$ cat src/rtl/core/dqd_pkg.sv
// Shared constants, types and index helpers for the bounded deque.
package dqd_pkg;

    localparam int DEPTH = 16;
    localparam int LW = $clog2(DEPTH + 1);
    localparam int AW = (DEPTH > 1) ? $clog2(DEPTH) : 1;
    localparam int DW = 32;

    localparam logic [LW-1:0] DEPTH_L = LW'(DEPTH);
    localparam logic [AW-1:0] LAST_SLOT = AW'(DEPTH - 1);

    localparam logic [3:0] CMD_ADD_FRONT = 4'd0;
    localparam logic [3:0] CMD_ADD_BACK = 4'd1;
    localparam logic [3:0] CMD_DEL_FIRST = 4'd2;
    localparam logic [3:0] CMD_DEL_LAST = 4'd3;
    localparam logic [3:0] CMD_CLEAR = 4'd4;
    localparam logic [3:0] CMD_DEL_VALUE = 4'd5;
    localparam logic [3:0] CMD_DUMP_ALL = 4'd6;
    localparam logic [3:0] CMD_DUMP_FIRST = 4'd7;
    localparam logic [3:0] CMD_DUMP_LAST = 4'd8;

    localparam logic [1:0] ST_OK = 2'd0;
    localparam logic [1:0] ST_EMPTY = 2'd1;
    localparam logic [1:0] ST_NOTFOUND = 2'd2;
    localparam logic [1:0] ST_FULL = 2'd3;

    typedef struct packed {
        logic rd_en;
        logic [AW-1:0] rd_addr;
        logic wr_en;
        logic [AW-1:0] wr_addr;
        logic signed [DW-1:0] wr_data;
    } mem_req_t;

    typedef struct packed {
        logic is_element;
        logic signed [DW-1:0] element_value;
        logic [1:0] status;
        logic last;
    } item_t;

    // Physical slot of logical position l in the ring that starts at h.
    function automatic logic [AW-1:0] phys(input logic [AW-1:0] h, input logic [LW-1:0] l);
        logic [LW:0] s;
        s = {{(LW + 1 - AW){1'b0}}, h} + {1'b0, l};
        if (s >= {1'b0, DEPTH_L})
        begin
            s = s - {1'b0, DEPTH_L};
        end
        return s[AW-1:0];
    endfunction

endpackage

$ cat src/rtl/core/dqd_ram.sv
// Entry store: one write port, one read port with registered read data.
module dqd_ram (
    input  logic clk,
    input  dqd_pkg::mem_req_t req,
    output logic signed [dqd_pkg::DW-1:0] rdata
);

    logic signed [dqd_pkg::DW-1:0] mem_reg [dqd_pkg::DEPTH];
    logic signed [dqd_pkg::DW-1:0] rdata_reg;

    always_ff @(posedge clk)
    begin
        if (req.wr_en)
        begin
            mem_reg[req.wr_addr] <= req.wr_data;
        end
    end

    always_ff @(posedge clk)
    begin
        if (req.rd_en)
        begin
            rdata_reg <= mem_reg[req.rd_addr];
        end
    end

    assign rdata = rdata_reg;

endmodule

$ cat src/rtl/core/dqd_outreg.sv
// Output register holding one result item toward the downstream side.
module dqd_outreg (
    input  logic clk,
    input  logic rst_n,
    input  logic load,
    input  dqd_pkg::item_t item,
    input  logic out_stall,
    output logic slot_free,
    output logic out_valid,
    output logic is_element,
    output logic signed [dqd_pkg::DW-1:0] element_value,
    output logic [1:0] status,
    output logic last
);

    logic valid_reg;
    logic valid_next;
    dqd_pkg::item_t item_reg;

    assign slot_free = !valid_reg || !out_stall;

    always_comb
    begin
        valid_next = valid_reg;
        if (load)
        begin
            valid_next = 1'b1;
        end
        else if (!out_stall)
        begin
            valid_next = 1'b0;
        end
    end

    always_ff @(posedge clk or negedge rst_n)
    begin
        if (!rst_n)
        begin
            valid_reg <= 1'b0;
        end
        else
        begin
            valid_reg <= valid_next;
        end
    end

    always_ff @(posedge clk)
    begin
        if (load)
        begin
            item_reg <= item;
        end
    end

    assign out_valid = valid_reg;
    assign is_element = item_reg.is_element;
    assign element_value = item_reg.element_value;
    assign status = item_reg.status;
    assign last = item_reg.last;

endmodule

$ cat src/rtl/core/dqd_ctrl.sv
// Command sequencer: ring pointers, search and shift sweeps, dump reads.
module dqd_ctrl (
    input  logic clk,
    input  logic rst_n,
    input  logic in_valid,
    output logic in_stall,
    input  logic [3:0] cmd,
    input  logic signed [dqd_pkg::DW-1:0] operand,
    output dqd_pkg::mem_req_t req,
    input  logic signed [dqd_pkg::DW-1:0] rdata,
    input  logic slot_free,
    output logic load,
    output dqd_pkg::item_t item
);

    typedef enum logic [2:0] {
        S_IDLE,
        S_DUMP,
        S_SRCH,
        S_SHIFT,
        S_STATUS
    } state_t;

    state_t state_reg, state_next;
    logic [dqd_pkg::AW-1:0] head_reg, head_next;
    logic [dqd_pkg::LW-1:0] len_reg, len_next;
    logic [dqd_pkg::LW-1:0] idx_reg, idx_next;
    logic [dqd_pkg::LW-1:0] cnt_reg, cnt_next;
    logic signed [dqd_pkg::DW-1:0] op_reg, op_next;
    logic [1:0] st_reg, st_next;

    logic in_acc;
    logic [dqd_pkg::DW-1:0] op_u;
    logic [dqd_pkg::LW-1:0] k;
    logic [dqd_pkg::LW-1:0] dump_cnt;
    logic [dqd_pkg::LW-1:0] dump_from;
    logic [dqd_pkg::LW-1:0] idx1;
    logic [dqd_pkg::LW:0] idx2;
    logic [dqd_pkg::AW-1:0] head_dec;
    logic [dqd_pkg::AW-1:0] head_inc;
    logic full;
    logic empty;

    assign in_stall = (state_reg != S_IDLE);
    assign in_acc = in_valid && !in_stall;
    assign op_u = operand;
    assign full = (len_reg == dqd_pkg::DEPTH_L);
    assign empty = (len_reg == '0);
    assign idx1 = idx_reg + 1'b1;
    assign idx2 = {1'b0, idx_reg} + 2'd2;
    assign head_dec = (head_reg == '0) ? dqd_pkg::LAST_SLOT : head_reg - 1'b1;
    assign head_inc = (head_reg == dqd_pkg::LAST_SLOT) ? '0 : head_reg + 1'b1;

    always_comb
    begin
        if (op_u[dqd_pkg::DW-1])
        begin
            k = '0;
        end
        else if (op_u > {{(dqd_pkg::DW - dqd_pkg::LW){1'b0}}, len_reg})
        begin
            k = len_reg;
        end
        else
        begin
            k = op_u[dqd_pkg::LW-1:0];
        end
    end

    always_comb
    begin
        case (cmd)
            dqd_pkg::CMD_DUMP_FIRST:
            begin
                dump_cnt = k;
                dump_from = '0;
            end
            dqd_pkg::CMD_DUMP_LAST:
            begin
                dump_cnt = k;
                dump_from = len_reg - k;
            end
            default:
            begin
                dump_cnt = len_reg;
                dump_from = '0;
            end
        endcase
    end

    always_comb
    begin
        state_next = state_reg;
        head_next = head_reg;
        len_next = len_reg;
        idx_next = idx_reg;
        cnt_next = cnt_reg;
        op_next = op_reg;
        st_next = st_reg;
        req = '0;
        load = 1'b0;
        item = '0;

        case (state_reg)
            S_IDLE:
            begin
                if (in_acc)
                begin
                    op_next = operand;
                    st_next = dqd_pkg::ST_OK;
                    state_next = S_STATUS;
                    case (cmd)
                        dqd_pkg::CMD_ADD_FRONT:
                        begin
                            if (full)
                            begin
                                st_next = dqd_pkg::ST_FULL;
                            end
                            else
                            begin
                                head_next = head_dec;
                                len_next = len_reg + 1'b1;
                                req.wr_en = 1'b1;
                                req.wr_addr = head_dec;
                                req.wr_data = operand;
                            end
                        end
                        dqd_pkg::CMD_ADD_BACK:
                        begin
                            if (full)
                            begin
                                st_next = dqd_pkg::ST_FULL;
                            end
                            else
                            begin
                                len_next = len_reg + 1'b1;
                                req.wr_en = 1'b1;
                                req.wr_addr = dqd_pkg::phys(head_reg, len_reg);
                                req.wr_data = operand;
                            end
                        end
                        dqd_pkg::CMD_DEL_FIRST:
                        begin
                            if (empty)
                            begin
                                st_next = dqd_pkg::ST_EMPTY;
                            end
                            else
                            begin
                                head_next = head_inc;
                                len_next = len_reg - 1'b1;
                            end
                        end
                        dqd_pkg::CMD_DEL_LAST:
                        begin
                            if (empty)
                            begin
                                st_next = dqd_pkg::ST_EMPTY;
                            end
                            else
                            begin
                                len_next = len_reg - 1'b1;
                            end
                        end
                        dqd_pkg::CMD_CLEAR:
                        begin
                            if (empty)
                            begin
                                st_next = dqd_pkg::ST_EMPTY;
                            end
                            else
                            begin
                                len_next = '0;
                            end
                        end
                        dqd_pkg::CMD_DEL_VALUE:
                        begin
                            if (empty)
                            begin
                                st_next = dqd_pkg::ST_EMPTY;
                            end
                            else
                            begin
                                idx_next = '0;
                                req.rd_en = 1'b1;
                                req.rd_addr = head_reg;
                                state_next = S_SRCH;
                            end
                        end
                        dqd_pkg::CMD_DUMP_ALL,
                        dqd_pkg::CMD_DUMP_FIRST,
                        dqd_pkg::CMD_DUMP_LAST:
                        begin
                            if (dump_cnt != '0)
                            begin
                                idx_next = dump_from;
                                cnt_next = dump_cnt;
                                req.rd_en = 1'b1;
                                req.rd_addr = dqd_pkg::phys(head_reg, dump_from);
                                state_next = S_DUMP;
                            end
                        end
                        default:
                        begin
                            st_next = dqd_pkg::ST_OK;
                        end
                    endcase
                end
            end
            S_DUMP:
            begin
                if (slot_free)
                begin
                    load = 1'b1;
                    item.is_element = 1'b1;
                    item.element_value = rdata;
                    cnt_next = cnt_reg - 1'b1;
                    if (cnt_reg != 1'b1)
                    begin
                        idx_next = idx1;
                        req.rd_en = 1'b1;
                        req.rd_addr = dqd_pkg::phys(head_reg, idx1);
                    end
                    else
                    begin
                        st_next = dqd_pkg::ST_OK;
                        state_next = S_STATUS;
                    end
                end
            end
            S_SRCH:
            begin
                if (rdata == op_reg)
                begin
                    if (idx1 < len_reg)
                    begin
                        req.rd_en = 1'b1;
                        req.rd_addr = dqd_pkg::phys(head_reg, idx1);
                        state_next = S_SHIFT;
                    end
                    else
                    begin
                        len_next = len_reg - 1'b1;
                        st_next = dqd_pkg::ST_OK;
                        state_next = S_STATUS;
                    end
                end
                else if (idx1 < len_reg)
                begin
                    idx_next = idx1;
                    req.rd_en = 1'b1;
                    req.rd_addr = dqd_pkg::phys(head_reg, idx1);
                end
                else
                begin
                    st_next = dqd_pkg::ST_NOTFOUND;
                    state_next = S_STATUS;
                end
            end
            S_SHIFT:
            begin
                // rdata holds entry idx+1; it moves down into idx
                req.wr_en = 1'b1;
                req.wr_addr = dqd_pkg::phys(head_reg, idx_reg);
                req.wr_data = rdata;
                if (idx2 < {1'b0, len_reg})
                begin
                    idx_next = idx1;
                    req.rd_en = 1'b1;
                    req.rd_addr = dqd_pkg::phys(head_reg, idx2[dqd_pkg::LW-1:0]);
                end
                else
                begin
                    len_next = len_reg - 1'b1;
                    st_next = dqd_pkg::ST_OK;
                    state_next = S_STATUS;
                end
            end
            S_STATUS:
            begin
                if (slot_free)
                begin
                    load = 1'b1;
                    item.status = st_reg;
                    item.last = 1'b1;
                    state_next = S_IDLE;
                end
            end
            default:
            begin
                state_next = S_IDLE;
            end
        endcase
    end

    always_ff @(posedge clk or negedge rst_n)
    begin
        if (!rst_n)
        begin
            state_reg <= S_IDLE;
            head_reg <= '0;
            len_reg <= '0;
            idx_reg <= '0;
            cnt_reg <= '0;
            st_reg <= dqd_pkg::ST_OK;
            op_reg <= '0;
        end
        else
        begin
            state_reg <= state_next;
            head_reg <= head_next;
            len_reg <= len_next;
            idx_reg <= idx_next;
            cnt_reg <= cnt_next;
            st_reg <= st_next;
            op_reg <= op_next;
        end
    end

    a_len_bound: assert property (@(posedge clk) disable iff (!rst_n)
        len_reg <= dqd_pkg::DEPTH_L)
        else $error("length beyond store depth");

    a_load_free: assert property (@(posedge clk) disable iff (!rst_n)
        load |-> slot_free)
        else $error("result loaded into occupied output register");

    a_shift_range: assert property (@(posedge clk) disable iff (!rst_n)
        (state_reg == S_SHIFT) |-> ({1'b0, idx_reg} + 2'd1 < {1'b0, len_reg}))
        else $error("shift position outside list");

    a_full_hold: assert property (@(posedge clk) disable iff (!rst_n)
        (in_acc && full && (cmd == dqd_pkg::CMD_ADD_FRONT || cmd == dqd_pkg::CMD_ADD_BACK))
        |=> (len_reg == dqd_pkg::DEPTH_L && st_reg == dqd_pkg::ST_FULL))
        else $error("add into full store changed length");

endmodule

$ cat src/rtl/core/bounded_deque_with_value_delete.sv
// Top level of the bounded deque with delete-by-value.
// Holds up to 16 signed 32-bit values as a ring in a single-port-read RAM, so adds and
// deletes at either end only move the head pointer or length. One command is taken at a
// time; a dump of k entries makes one RAM read per element; delete-by-value scans front
// to back at one entry per cycle and then moves every later entry down one slot, one RAM
// read and write per cycle. Downstream stalls can hold dump and status transfers. Every
// command ends with one status transfer carrying last.
module bounded_deque_with_value_delete (
    input  logic clk,
    input  logic rst_n,
    input  logic in_valid,
    output logic in_stall,
    input  logic [3:0] cmd,
    input  logic signed [31:0] operand,
    output logic out_valid,
    input  logic out_stall,
    output logic is_element,
    output logic signed [31:0] element_value,
    output logic [1:0] status,
    output logic last
);

    dqd_pkg::mem_req_t req;
    dqd_pkg::item_t item;
    logic signed [dqd_pkg::DW-1:0] rdata;
    logic slot_free;
    logic load;

    dqd_ram u_ram (
        .clk   (clk),
        .req   (req),
        .rdata (rdata)
    );

    dqd_ctrl u_ctrl (
        .clk       (clk),
        .rst_n     (rst_n),
        .in_valid  (in_valid),
        .in_stall  (in_stall),
        .cmd       (cmd),
        .operand   (operand),
        .req       (req),
        .rdata     (rdata),
        .slot_free (slot_free),
        .load      (load),
        .item      (item)
    );

    dqd_outreg u_outreg (
        .clk           (clk),
        .rst_n         (rst_n),
        .load          (load),
        .item          (item),
        .out_stall     (out_stall),
        .slot_free     (slot_free),
        .out_valid     (out_valid),
        .is_element    (is_element),
        .element_value (element_value),
        .status        (status),
        .last          (last)
    );

endmodule
$ cat config.mk
export PLATFORM = sky130hd
export DESIGN_NAME = bounded_deque_with_value_delete
export DESIGN_NICKNAME = d
export VERILOG_FILES = /design/src/rtl/core/dqd_pkg.sv /design/src/rtl/core/dqd_ram.sv /design/src/rtl/core/dqd_outreg.sv /design/src/rtl/core/dqd_ctrl.sv /design/src/rtl/core/bounded_deque_with_value_delete.sv
export SDC_FILE = /design/constraint.sdc
export NUM_CORES = 1
export LEC_CHECK = 0
export ABC_AREA = 1
export BUFFER_PORTS_ARGS = -buffer_cell sky130_fd_sc_hd__buf_2
export CORE_MARGIN = 5
export CORE_UTILIZATION = 30
export DETAILED_ROUTE_END_ITERATION = 16
export GPL_TIMING_DRIVEN = 0
export SLEW_MARGIN = 0
export SYNTH_ARGS = -nofsm -noshare
export SYNTH_HDL_FRONTEND = slang
export SYNTH_SLANG_ARGS = --single-unit
$ cat constraint.sdc
create_clock -name clk -period 5.35 [get_ports clk]
set_input_delay 0.535 -clock clk [delete_from_list [all_inputs] [get_ports clk]]
set_output_delay 0.535 -clock clk [all_outputs]
set_load 0.03 [all_outputs]
### Yosys cells after proc, flatten, opt, wreduce, memory -nomap -nowiden

Memories as Yosys holds them, arrays and structs flattened. A register that Yosys moved wholly into a read port is not among the register bits.
Index checks and enable logic that the tools add are counted.

| cells by class | value |
|---|---|
| add/subtract/negate cells | 18 |
| $lt $le $gt $ge | 8 |
| eq/ne operators | 40 |
| mux-type cells | 81 |
| reductions and logical operators | 30 |

Operators with widths:

| operator | number |
|---|---|
| 37-bit one-hot mux with 2 select lines | 2 |
| 5-bit two-way mux | 28 |
| 37-bit two-way mux | 2 |
| 42-bit two-way mux | 1 |
| 5-bit one-hot mux with 4 select lines | 2 |
| 4-bit two-way mux | 9 |
| 33-bit two-way mux | 1 |
| 32-bit equality test | 1 |
| 32-bit by 5-bit > comparator with 1-bit output | 1 |
| 4-bit by 5-bit adder with 6-bit output | 5 |
| 6-bit by 5-bit >= comparator with 1-bit output (second input constant) | 5 |
| 3-bit two-way mux | 10 |
| 5-bit one-hot mux with 2 select lines | 3 |
| 5-bit one-hot mux with 3 select lines | 2 |
| 4-bit by 1-bit subtractor with 4-bit output (second input constant) | 6 |
| 2-bit != test (second input constant) | 9 |
| 4-bit by 3-bit equality test with 1-bit output (second input constant) | 4 |
| 2-bit two-way mux | 8 |
| 3-bit != test (second input constant) | 5 |
| 3-bit one-hot mux with 5 select lines | 1 |
| 2-bit by 1-bit != test with 1-bit output (second input constant) | 7 |
| 6-bit AND reduction | 2 |
| 5-bit by 1-bit adder with 5-bit output (second input constant) | 2 |
| 10-bit AND reduction | 1 |
| 37 further kinds | 60 |

| storage, ports and cells | value |
|---|---|
| register bits | 93 |
| bits in writable memories | 512 |
| input port bits | 40 |
| output and inout bits | 38 |
| logic and storage cells | 190 |
| memories | 1 |

Memory list:

| memory | words | width | rd ports | clocked after Yosys merged registers in | wr ports | line | source |
|---|---|---|---|---|---|---|---|
| u_ram.mem_reg | 16 | 32 | 1 | 1 | 1 | dqd_ram.sv:8 | `logic signed [dqd_pkg::DW-1:0] mem_reg [dqd_pkg::DEPTH];` |

### Longest topological paths before layout

Gate-level depths: netlist of run 1.

| depth | value |
|---|---|
| depth in word-level cells | 14 |
| mapped depth | 30 |
| gate-level depth less buffers | 29 |

### Hierarchy

From an unflattened synthesis of run 1, not the netlist that was laid out.

| unflattened totals | value |
|---|---|
| cell total of the unflattened synthesis | 3,058 |
| area, all modules | 29,993.8 um2 |

Modules (own cells, without submodules):

| module | times used | cells an instance | area an instance (um2) | seq. area each (um2) |
|---|---|---|---|---|
| dqd_ram | 1 | 2,122 | 23,065.9 | 16,335.7 |
| dqd_ctrl | 1 | 896 | 5,805.6 | 1,401.3 |
| dqd_outreg | 1 | 40 | 1,122.3 | 1,106.1 |

### Least setup slack after synthesis of run 1

No wires, ideal clock.

| timing path | value |
|---|---|
| kind | reg-to-reg |
| start | register u_ctrl.len_reg[2] (netlist name) |
| end | register u_ram.rdata_reg, in the netlist u_ram.rdata[0], read port of u_ram.mem_reg (data pin) |
| setup time | 254 ps |
| arrival | 3,976 ps |
| data required time | 5,096 ps |
| path slack | 1,120 ps |
| stages on the path, launching flop included | 29 |
| buffers on the path | 2 |
| period minus slack after synthesis | 4,230 ps |
| cells stage by stage | dfrtp_1 -> clkbuf_1 -> inv_1 -> ha_1 -> nand2_1 -> nor2_1 -> nand2_1 -> nor2_2 -> nand2_1 -> nand3_1 -> nand3_1 -> inv_1 -> ha_1 -> inv_1 -> fa_1 -> nand2_1 -> nand2_1 -> nor2_1 -> ha_1 -> a21oi_1 -> nand2_1 -> xor2_1 -> xor2_1 -> o22ai_1 -> a21boi_2 -> inv_1 -> clkbuf_1 -> nand3_1 -> nand2_1 |

| between the ends | value |
|---|---|
| cells in the longest elaborated chain, start to end | 12 |
| elaborated cells on any way between the ends | 21 |
| classes of those cells | add/sub (3); order compare (4); mux (12); reduce/logical (2) |

Ends and longest elaborated chain:

| element | line | source |
|---|---|---|
| from (decl) | dqd_ctrl.sv:26 | `logic [dqd_pkg::LW-1:0] len_reg, len_next;` |
| from (signal assigned) | dqd_ctrl.sv:312 | `len_reg <= len_next;` |
| 32-bit by 5-bit > comparator with 1-bit output | dqd_ctrl.sv:60 | `else if (op_u > {{(dqd_pkg::DW - dqd_pkg::LW){1'b0}}, len_reg})` |
| 5-bit two-way mux | dqd_ctrl.sv:60 |  |
| 5-bit two-way mux | dqd_ctrl.sv:56 | `if (op_u[dqd_pkg::DW-1])` |
| 5-bit subtractor | dqd_ctrl.sv:81 | `dump_from = len_reg - k;` |
| 5-bit two-way mux | dqd_ctrl.sv:72 | `case (cmd)` |
| 4-bit by 5-bit adder with 6-bit output | dqd_pkg.sv:45 | `s = {{(LW + 1 - AW){1'b0}}, h} + {1'b0, l};` |
| 6-bit by 5-bit >= comparator with 1-bit output / 4-bit by 1-bit subtractor with 4-bit output (equally long branches) | dqd_pkg.sv:46, dqd_pkg.sv:48 |  |
| 4-bit two-way mux | dqd_pkg.sv:46 | `if (s >= {1'b0, DEPTH_L})` |
| 5-bit two-way mux | dqd_ctrl.sv:194 | `if (dump_cnt != '0)` |
| 5-bit one-hot mux with 2 select lines | dqd_ctrl.sv:112 | `case (cmd)` |
| 42-bit two-way mux | dqd_ctrl.sv:107 | `if (in_acc)` |
| 5-bit one-hot mux with 4 select lines (*) | dqd_ctrl.sv:104 | `case (state_reg)` |
| to (decl) | dqd_ram.sv:9 | `logic signed [dqd_pkg::DW-1:0] rdata_reg;` |

Mark *: on every way between the ends. The rest lies on a longest branch, timed or not.
A chain may end at the register's enable or synchronous reset.

### Final worst setup path of run 1

| timing path | value |
|---|---|
| start | input port operand[23] |
| end | register u_ram.rdata_reg, in the netlist u_ram.rdata[3], read port of u_ram.mem_reg (data pin) |

| between the ends | value |
|---|---|
| cells in the longest elaborated chain, start to end | 12 |
| elaborated cells on any way between the ends | 15 |
| classes of those cells | add/sub (3); order compare (2); mux (9); reduce/logical (1) |

Ends and longest elaborated chain:

| element | line | source |
|---|---|---|
| from (decl) | bounded_deque_with_value_delete.sv:14 | `input logic signed [31:0] operand,` |
| 32-bit by 5-bit > comparator with 1-bit output (*) | dqd_ctrl.sv:60 |  |
| 5-bit two-way mux (*) | dqd_ctrl.sv:60 |  |
| 5-bit two-way mux (*) | dqd_ctrl.sv:56 |  |
| 5-bit subtractor | dqd_ctrl.sv:81 |  |
| 5-bit two-way mux | dqd_ctrl.sv:72 |  |
| 4-bit by 5-bit adder with 6-bit output | dqd_pkg.sv:45 |  |
| 6-bit by 5-bit >= comparator with 1-bit output / 4-bit by 1-bit subtractor with 4-bit output (equally long branches) | dqd_pkg.sv:46, dqd_pkg.sv:48 |  |
| 4-bit two-way mux | dqd_pkg.sv:46 |  |
| 5-bit two-way mux (*) | dqd_ctrl.sv:194 |  |
| 5-bit one-hot mux with 2 select lines (*) | dqd_ctrl.sv:112 |  |
| 42-bit two-way mux (*) | dqd_ctrl.sv:107 |  |
| 5-bit one-hot mux with 4 select lines (*) | dqd_ctrl.sv:104 |  |

Marks and branches as above.

==> flow_summary.yaml, run 1 <==
yosys:
  ys_seq_area_frac: 0.628
  syn_area_um2: 30000
  postSynthAreaPerCell_um2: 10.1
  synthCells: 2966
  yosysMostFrequentCell: "nand3_1"
  synthTopCellsByCount: "607 x nand3_1, 580 x edfxtp_1, 565 x nand2_1"
  synth_nets: 3052
  yosysWarnings: 0
  ys.flop_type: "edfxtp_1"
  ys_seq_elements: 637
  synth.top_cell.area_share: 0.580
  synthArstFlopShare: 0.0895
  synth_top_cells_by_area: "edfxtp_1 58%, nand3_1 10%, nand2_1 7.1%"
  synth_cell_types: 52
  yosysTopAreaCell: "edfxtp_1"
  synth_edf_count: 580
pwr:
  finalPower_mw: 17.1
  p_leak_nw: 14.3
  seq_power_share: 0.370
  switchingPower_mw: 6.69
  clkPwrFrac: 0.264
  powerDensity_nw_per_um2: 490
  p_int_mw: 10.5
  comb_power_share: 0.366
  max-vdd-ir-drop_uv: 265
  p_sw_frac: 0.390
layout:
  fillers: 9835
  multi_input_area_um2: 8760
  largest_reg_flops: 512
  final_cell_area_um2: 35000
  drive_gt1_frac: 0.120
  nets: 3224
  regArea_um2: 18800
  area_growth_syn_to_layout_pct: 16.5
placement:
  numPortBuffers: 77
  post-place-ws_ns: -1.16
  gp_congestion: 0.886
  postPlaceCellArea_um2: 32600
  dpl.hpwl_um: 63400
clocking:
  root_buffer: "clkbuf_16"
  clock_sinks: 637
  cts_buffers: 67
  cts.htree.levels: 3
  cts_buffer_depth: 3
  clk_pin_slew_worst_paths_ns: 0.06
  clk_latency_ns: 0.62
  cts_tree: "built"
global_routing:
  grt_pass1_vias: 21000
  grt_max_degree: 33
  grtUsageMet2: 0.258
  antenna_found_initial: 3
  grtUsageMet3: 0.0398
  gr-usage-met1: 0.230
  grt_pass1_wl_um: 133000
  busiest_layer: "met2"
  gr-usage-all-layers: 0.166
  grt.overflow.total: 0
floorplanning:
  rows: 116
  dieWidth_um: 326
  die_area_um2: 106000
  start_util: 0.301
  core_area_um2: 99700
  fp.dieH_um: 326
  top_level_ports: 78
route:
  viasPerCell: 4.93
  drtIter0Drc: 2353
  wire_per_inst_um: 20.3
  vias: 22100
  detail-route-antenna-nets: 0
  wl_um: 91300
  drc: 0
  dr.pass1.iters: 5
timing:
  setup-violations-final: 0
  maxSlewHeadroom: 0.0445
  final.min_clock_period_ns: 5.19
  holdWs_ns: 0.183
  maxSlewViolCount: 0
  hold_viol_final: 0
  finalCritPeriodShare: 0.970
  fin_worst_skew_ns: 0.0322
  clock.fmax_mhz: 193
  finalWorstSetupSlack_ns: 0.162
  max_slew.worst_pin.slew_ns: 1.43
status:
  outcome: "finished, final reports clean"
setup_path:
  cp_max_fo: 10
  worstSetupEndpointType: "flop"
  arrival_ns: 5.60
  required_ns: 5.77
  path_class: "input port to flop"
  startpoint_type: "input port"
flow_run:
  drv_cap: 0
hold_path:
  hold_path_class: "input port to flop"
-- final cells by class --
| cell class | instances | area share |
|---|---|---|
| antenna | 2 | 0.000143 |
| multi-input combinational | 1670 | 0.251 |
| buffer | 149 | 0.0239 |
| inverter | 508 | 0.0547 |
| tap | 1298 | 0.0464 |
| sequential | 637 | 0.539 |
| clock inverter | 35 | 0.00741 |
| clock buffer | 85 | 0.0525 |
| timing repair buffer | 105 | 0.0252 |
-- through the flow --
stage | util | setup TNS (ns) | std cells
6_report | 0.351 | 0 | 4489
2_1_floorplan | - | 0 | 2966
5_1_grt | 0.351 | -0.129 | 4487
4_1_cts | 0.349 | 0 | 4483
3_5_place_dp | 0.327 | -33.26 | 4360
3_3_place_gp | 0.321 | -233.96 | 4341
-- power groups by stage --
stage                     clock network (mW)  logic, mW  registers (mW)
final                                   4.53       6.27            6.35
after global placement                     0       5.93            6.47
after detailed placement                   0       6.07            6.44
after floorplan                            0       3.65            6.62
after CTS                               4.59       6.12            6.35
after global routing                    4.80       6.85            6.40
-- path summary, 6_finish.rpt --
kind / endpoint / cells after the start / slack, ns / startpoint
min in group asynchronous: u_ctrl.st_reg[0]$_DFFE_PN0P_ / 2 / 0.42 / rst_n
min: u_ctrl.op_reg[29]$_DFFE_PN0P_ / 3 / 0.18 / operand[29]
max: u_ram.rdata[3]$_DFFE_PP_ / 24 / 0.16 / operand[23]
min reg2reg: u_ctrl.st_reg[1]$_DFFE_PN0P_ / 2 / 0.56 / u_ctrl.st_reg[1]$_DFFE_PN0P_
max in group asynchronous: u_ctrl.op_reg[26]$_DFFE_PN0P_ / 3 / 4.36 / rst_n
max reg2reg: u_ram.rdata[3]$_DFFE_PP_ / 27 / 0.25 / u_ctrl.len_reg[2]$_DFFE_PN0P_
-- cells in the final DEF, fill, tap and decap left out, types with 21 or more instances in the layout --
| cell | count |
|---|---|
| dfrtp_1 | 55 |
| edfxtp_1 | 580 |
| o22ai_1 | 23 |
| ha_1 | 40 |
| buf_2 | 140 |
| nand3_1 | 606 |
| nand2_1 | 563 |
| inv_1 | 489 |
| buf_4 | 21 |
| clkbuf_1 | 48 |
| nand3b_1 | 97 |
| nor2_1 | 92 |
| clkinv_1 | 21 |
| clkbuf_16 | 69 |
| o21ai_0 | 71 |
-- critical path, cell delays in order --
cell and delay [ns]:
buf_2 0.11, nor2_1 0.60, nand4_1 0.37, nor2_2 0.39, nand3_1 0.21, nand3_1 0.12
nand3_1 0.13, inv_1 0.09, ha_1 0.15, inv_1 0.06, fa_1 0.45, inv_1 0.10
nor2_2 0.06, fa_1 0.50, nand3_1 0.08, nand2_1 0.08, nand2_1 0.06, nand2_1 0.25
buf_2 0.34, clkbuf_4 0.31, nand3_1 0.11, nand3_1 0.16, nand3_1 0.11, nand2_1 0.20
-- layer usage --
| metal | part of all wire | vias up | wire length (µm) |
|---|---|---|---|
| li1 | - | 10300 | - |
| met1 | 0.43 | 10600 | 39200 |
| met2 | 0.44 | 1006 | 40400 |
| met3 | 0.097 | 186 | 8820 |
| met4 | 0.029 | 2 | 2680 |
| met5 | 0.0019 | - | 176 |
-- kinds of logic (layout without fill, tap and decap cells) --
group           Yosys count  count (layout)  share of synthesized area
mux                       1               1                   0.000333
buf+inv                 659             882                     0.0901
flops                   637             637                      0.628
simple gates           1432            1432                      0.222
fa+ha+maj                46              46                     0.0207
xor+xnor                 28              28                    0.00817
compound gates          163             163                     0.0315
other cells               0               2                          0
-- repair_timing --
item                                    4_1_cts  5_1_grt
gates resized for setup                      11       28
endpoints found under the hold margin        25        0
hold buffers                                  1        0
pin swaps                                     1        1
buffers inserted                              3        2
endpoints found under the setup margin       32       32
(Power assumes the default switching activity.)
==> run 2, diff against run 1 <==
--- a/config.mk
+++ b/config.mk
@@ -7,7 +7,7 @@
 export LEC_CHECK = 0
 export ABC_AREA = 1
 export BUFFER_PORTS_ARGS = -buffer_cell sky130_fd_sc_hd__buf_2
-export CORE_MARGIN = 5
+export CORE_MARGIN = 8
 export CORE_UTILIZATION = 30
 export DETAILED_ROUTE_END_ITERATION = 16
 export GPL_TIMING_DRIVEN = 0
==> flow_summary.yaml, run 2 (synthesized netlist as in run 1, its figures left out) <==
route:
  dr.pass1.iters: 8
  drc: 0
  detail-route-antenna-nets: 0
  drtIter0Drc: 2228
  wire_per_inst_um: 20.5
  vias: 22200
  viasPerCell: 4.95
  wl_um: 92100
layout:
  drive_gt1_frac: 0.120
  final_common_cell: "nand3_1"
  nets: 3226
  largest_reg_flops: 512
  n_antenna_cell: 0
  layout_common_cells: "606 x nand3_1, 580 x edfxtp_1, 562 x nand2_1"
  area_growth_syn_to_layout_pct: 16.7
setup_path:
  path_class: "flop to flop"
  crit_path_start: "u_ctrl.len_reg[2]$_DFFE_PN0P_"
  required_ns: 5.69
  ff2ff_path_depth: 25
  startpoint_type: "flop"
  arrival_ns: 5.42
  critPathCapture: "u_ram.rdata[19]$_DFFE_PP_"
  r2r-start: "u_ctrl.len_reg[2]$_DFFE_PN0P_"
  reg2reg_to: "u_ram.rdata[19]$_DFFE_PP_"
  cp_max_fo: 10
  worstSetupEndpointType: "flop"
  ff2ff_setup_slack_ns: 0.27
global_routing:
  gr-usage-all-layers: 0.160
  grt_pass1_vias: 21000
  grt_pass1_wl_um: 134000
  grt.overflow.total: 0
  grt_max_degree: 35
  antenna_found_initial: 5
floorplanning:
  start_util: 0.301
  core_area_um2: 99700
  dieWidth_um: 332
  rows: 116
  die_area_um2: 110000
  fp.dieH_um: 332
  top_level_ports: 78
placement:
  numPortBuffers: 77
  dpl.hpwl_um: 64100
  gp_congestion: 0.866
clocking:
  clock_sinks: 637
  cts_buffers: 67
  clk_pin_slew_worst_paths_ns: 0.06
  clk_latency_ns: 0.64
  cts_buffer_depth: 3
  root_buffer: "clkbuf_16"
  cts.htree.levels: 3
  cts_tree: "built"
timing:
  hold_viol_final: 0
  maxSlewViolCount: 0
  setup_tns_ns: 0
  finalCritPeriodShare: 0.949
  fin_worst_skew_ns: 0.0315
  clock.fmax_mhz: 197
  maxSlewHeadroom: 0.00920
  holdWs_ns: 0.162
  setup-violations-final: 0
  max_slew.worst_pin.slew_ns: 1.49
  final.min_clock_period_ns: 5.08
pwr:
  max-vdd-ir-drop_uv: 282
  finalPower_mw: 17.3
  p_leak_nw: 14.3
  powerDensity_nw_per_um2: 494
status:
  outcome: "finished, final reports clean"
flow_run:
  drv_cap: 0
hold_path:
  hold_path_class: "input port to flop"
==> run 2: cell count changes in the layout (fill, tap and decap cells not counted), moves of 3 or more <==
cell / change
buf_6: +3
clkbuf_1: +5
clkbuf_4: -5
clkinv_1: -7
clkinvlp_4: +3
o22ai_1: +6
o22ai_2: -6
==> run 2: report_power, final <==
group / internal [mW] / switching [mW] / total (mW)
Clock: 2.64 / 2.03 / 4.67
Sequential: 6.07 / 0.286 / 6.35
Combinational: 1.85 / 4.44 / 6.30
==> run 2: repair_timing <==
item,in CTS,in global routing
hold buffers,1,0
endpoints found under the setup margin,32,32
resized for setup,11,31
pin swaps,1,2
setup buffers,3,2
endpoints found under the hold margin,23,0
==> run 2: metrics by stage <==
| stage | cells | setup WS (ns) | utilization | area (µm²) |
|---|---|---|---|---|
| 2_1_floorplan | 2966 | 1.12 | - | 30000 |
| 3_3_place_gp | 4341 | -1.11 | 0.321 | 32000 |
| 3_5_place_dp | 4363 | -1.20 | 0.328 | 32700 |
| 4_1_cts | 4487 | 0.00626 | 0.350 | 34900 |
| 5_1_grt | 4490 | -0.0233 | 0.351 | 35000 |
| 6_report | 4490 | 0.274 | 0.351 | 35000 |
==> run 2: worst min-delay path by stage <==
stage / start / endpoint / depth (start not counted)
floorplan: rst_n / u_ctrl.cnt_reg[0]$_DFFE_PN0P_ / 0
global placement: u_outreg.out_valid$_DFFE_PN0P_ / u_outreg.out_valid$_DFFE_PN0P_ / 2
detailed placement: rst_n / u_ctrl.op_reg[4]$_DFFE_PN0P_ / 1
CTS: operand[19] / u_ctrl.op_reg[19]$_DFFE_PN0P_ / 3
global route: operand[25] / u_ctrl.op_reg[25]$_DFFE_PN0P_ / 3
finish: operand[18] / u_ctrl.op_reg[18]$_DFFE_PN0P_ / 3
==> run 2: routing by layer <==
metal	share of wire	track usage	up-vias
li1	-	-	10300
met1	0.44	0.219	10700
met2	0.44	0.250	1002
met3	0.095	0.0422	166
met4	0.026	0.0471	0
met5	0	0	-
==> run 2: critical path, stage by stage (launching register included) <==
cell and delay [ns]:
dfrtp_2 0.42, buf_6 0.16, clkinvlp_4 0.14, ha_1 0.30, nand2_1 0.07, nor2_1 0.10
nand2_1 0.07, nor2_2 0.11, nand2_1 0.11, nand3_1 0.11, nand3_1 0.13, inv_1 0.09
ha_1 0.16, inv_1 0.07, fa_1 0.48, inv_1 0.10, nor2_2 0.06, fa_1 0.40
xnor2_1 0.20, o22ai_1 0.16, a21oi_2 0.37, buf_4 0.28, buf_2 0.36, nand3_1 0.13
nand3_1 0.08, nand2_1 0.13
==> run 2: cell type report <==
type                    count  area, µm²
fillers                  9829      64700
plain buffers             150        841
well taps                1298       1620
inverters                 508       1910
multi-input cells        1670       8730
repair buffers            106        903
flip-flops and latches    637      18800
clock inverters            31        329
clock buffers              90       1840
==> run 3, diff against run 2 <==
--- a/config.mk
+++ b/config.mk
@@ -5,7 +5,7 @@
 export SDC_FILE = /design/constraint.sdc
 export NUM_CORES = 1
 export LEC_CHECK = 0
-export ABC_AREA = 1
+export ABC_CLOCK_PERIOD_IN_PS = 5350
 export BUFFER_PORTS_ARGS = -buffer_cell sky130_fd_sc_hd__buf_2
 export CORE_MARGIN = 8
 export CORE_UTILIZATION = 30
==> flow_summary.yaml, run 3 <==
placement:
  dp.cells: 3284
  postPlaceCellArea_um2: 29800
  numPortBuffers: 76
  gp_congestion: 0.949
  post-place-ws_ns: -1.32
  dpl.hpwl_um: 56600
yosys:
  synthArstFlopShare: 0.0895
  synth_nets: 2090
  synthXorXnorAreaFrac: 0.0184
  synth-compound-area-share: 0.0801
  ys_seq_area_frac: 0.686
  synthTopCellsByCount: "580 x edfxtp_1, 375 x nand2_1, 163 x mux2i_1"
  synth_cell_types: 74
  yosysWarnings: 0
  syn_area_um2: 27500
  synth_top_family_by_area: "simple AND/OR/NAND/NOR gates"
  synthCells: 2004
  yosysMostFrequentCell: "edfxtp_1"
  synth-adder-area-share: 0.0226
  ys_seq_elements: 637
  synth.top_cell.area_share: 0.634
  yosysTopAreaCell: "edfxtp_1"
  synth_top_cells_by_area: "edfxtp_1 63%, mux2i_1 5.9%, dfrtp_1 5.2%"
  synth-simple-area-share: 0.113
  muxShareOfSynthArea: 0.0598
  ys.flop_type: "edfxtp_1"
  synth_edf_count: 580
  postSynthAreaPerCell_um2: 13.7
setup_path:
  reg2reg_to: "u_ram.rdata[12]$_DFFE_PP_"
  required_ns: 5.68
  ff2ff_path_depth: 23
  worstSetupEndpointType: "flop"
  r2r-start: "u_ctrl.len_reg[2]$_DFFE_PN0P_"
  path_class: "flop to flop"
  arrival_ns: 5.56
  ff2ff_setup_slack_ns: 0.13
  startpoint_type: "flop"
  cp_max_fo: 10
hold_path:
  holdPathEnd: "u_ctrl.op_reg[29]$_DFFE_PN0P_"
  hold_path_class: "input port to flop"
  worstHoldStart: "operand[29]"
  holdPathStages: 3
clocking:
  cts_buffer_depth: 3
  cts.htree.levels: 3
  cts_tree: "built"
  root_buffer: "clkbuf_16"
  clk_latency_ns: 0.60
  clock_sinks: 637
  cts_buffers: 68
  clk_pin_slew_worst_paths_ns: 0.06
timing:
  final.min_clock_period_ns: 5.22
  hold_viol_final: 0
  holdWs_ns: 0.181
  clock.fmax_mhz: 191
  max_slew.worst_pin.slew_ns: 1.23
  fin_worst_skew_ns: 0.0200
  maxSlewHeadroom: 0.183
  finalCritPeriodShare: 0.977
  setup-violations-final: 0
  finalWorstSetupSlack_ns: 0.125
  maxSlewViolCount: 0
pwr:
  powerDensity_nw_per_um2: 562
  max-vdd-ir-drop_uv: 250
  p_leak_nw: 12.5
global_routing:
  grt_max_degree: 36
  gr-usage-all-layers: 0.152
  grt_pass1_vias: 17900
  grt.overflow.total: 0
  antenna_found_initial: 8
  grt_pass1_wl_um: 117000
floorplanning:
  die_area_um2: 102000
  top_level_ports: 78
  start_util: 0.301
  dieWidth_um: 319
  core_area_um2: 91200
  fp.dieH_um: 319
  rows: 111
route:
  vias: 17900
  wire_per_inst_um: 23.5
  drtIter0Drc: 1765
  drc: 0
  viasPerCell: 5.22
  detail-route-antenna-nets: 0
  wl_um: 80600
  dr.pass1.iters: 7
layout:
  drive_gt1_frac: 0.155
  final_cell_area_um2: 32700
  layout_common_cells: "580 x edfxtp_1, 373 x nand2_1, 162 x mux2i_1"
  nets: 2281
  area_growth_syn_to_layout_pct: 19.2
  largest_reg_flops: 512
  final_util: 0.359
  final_common_cell: "edfxtp_1"
  fin_cells: 3438
flow_run:
  drv_cap: 0
status:
  outcome: "finished, final reports clean"
## run 3: cells by family after synthesis
kind of cell / after synthesis
AOI/OAI and AO/OA: 285
xor gates and xnor gates: 56
adders and majority gates: 46
buffers and inverters: 128
DFF: 637
muxes: 164
and+or+nand+nor: 688
## run 3: layout make-up
cell class | count | area, µm²
sequential | 637 | 18800
inverter | 20 | 81.3
multi-input combinational | 1239 | 8500
fill | 8573 | 58500
timing repair buffer | 122 | 1040
clock inverter | 35 | 325
antenna | 3 | 7.51
buffer | 107 | 618
clock buffer | 89 | 1840
tap | 1186 | 1480
## run 3: through the flow
stage	TNS [ns]	total power [mW]
finish	0	18.4
floorplan	0	11.0
detailed placement	-39.28	13.4
global placement	-338.80	13.2
global route	-0.506	19.3
CTS	-0.00451	18.2
## run 3: worst max-delay path, stage by stage (launching register included)
cell	delay, ns
dfrtp_1	0.38
clkbuf_8	0.17
inv_4	0.09
ha_1	0.24
and4_4	0.21
a221o_1	0.40
nand2_4	0.12
nand2_1	0.08
a21oi_2	0.15
ha_2	0.19
inv_1	0.05
fa_2	0.51
and2_4	0.17
ha_1	0.23
a21o_1	0.16
a21oi_1	0.17
xnor2_1	0.20
xnor2_2	0.18
a31oi_4	0.23
and3_1	0.26
buf_2	0.19
clkbuf_4	0.22
a2bb2oi_1	0.21
nand3_1	0.12
## run 3: routing by layer
metal  track usage  part of all wire  routed length, µm
met5             0           0.00016                 13
met4        0.0568             0.033               2660
met3        0.0274             0.089               7150
met2         0.242              0.46              37000
met1         0.206              0.42              33800
## run 3: worst max-delay path by stage
| stage | from | to | slack, ns | depth (start not counted) |
|---|---|---|---|---|
| 2_1_floorplan | u_ctrl.len_reg[2]$_DFFE_PN0P_ | u_ram.rdata[10]$_DFFE_PP_ | 0.33 | 23 |
| 3_3_place_gp | u_ctrl.len_reg[2]$_DFFE_PN0P_ | u_ram.rdata[8]$_DFFE_PP_ | -1.26 | 19 |
| 3_5_place_dp | u_ctrl.len_reg[2]$_DFFE_PN0P_ | u_ram.rdata[1]$_DFFE_PP_ | -1.32 | 19 |
| 4_1_cts | u_ctrl.len_reg[2]$_DFFE_PN0P_ | u_ram.rdata[5]$_DFFE_PP_ | -0.004 | 23 |
| 5_1_grt | u_ctrl.len_reg[1]$_DFFE_PN0P_ | u_ram.rdata[24]$_DFFE_PP_ | -0.04 | 26 |
| 6_report | u_ctrl.len_reg[2]$_DFFE_PN0P_ | u_ram.rdata[12]$_DFFE_PP_ | 0.13 | 23 |
## run 3: power by group
part | total [mW] | switching (mW) | leakage (nW) | internal (mW)
combinational | 7.31 | 4.67 | 5.44 | 2.64
clock | 4.60 | 1.91 | 1.05 | 2.68
sequential | 6.48 | 0.441 | 5.97 | 6.04
total | 18.4 | 7.03 | 12.5 | 11.4
## run 3: what timing repair did
action | 4_1_cts | 5_1_grt
hold endpoints to repair | 22 | 0
gates resized for setup | 64 | 60
hold buffers | 1 | 0
setup buffers | 13 | 12
endpoints found under the setup margin | 32 | 32
cloned | 0 | 2
pin swaps | 12 | 17
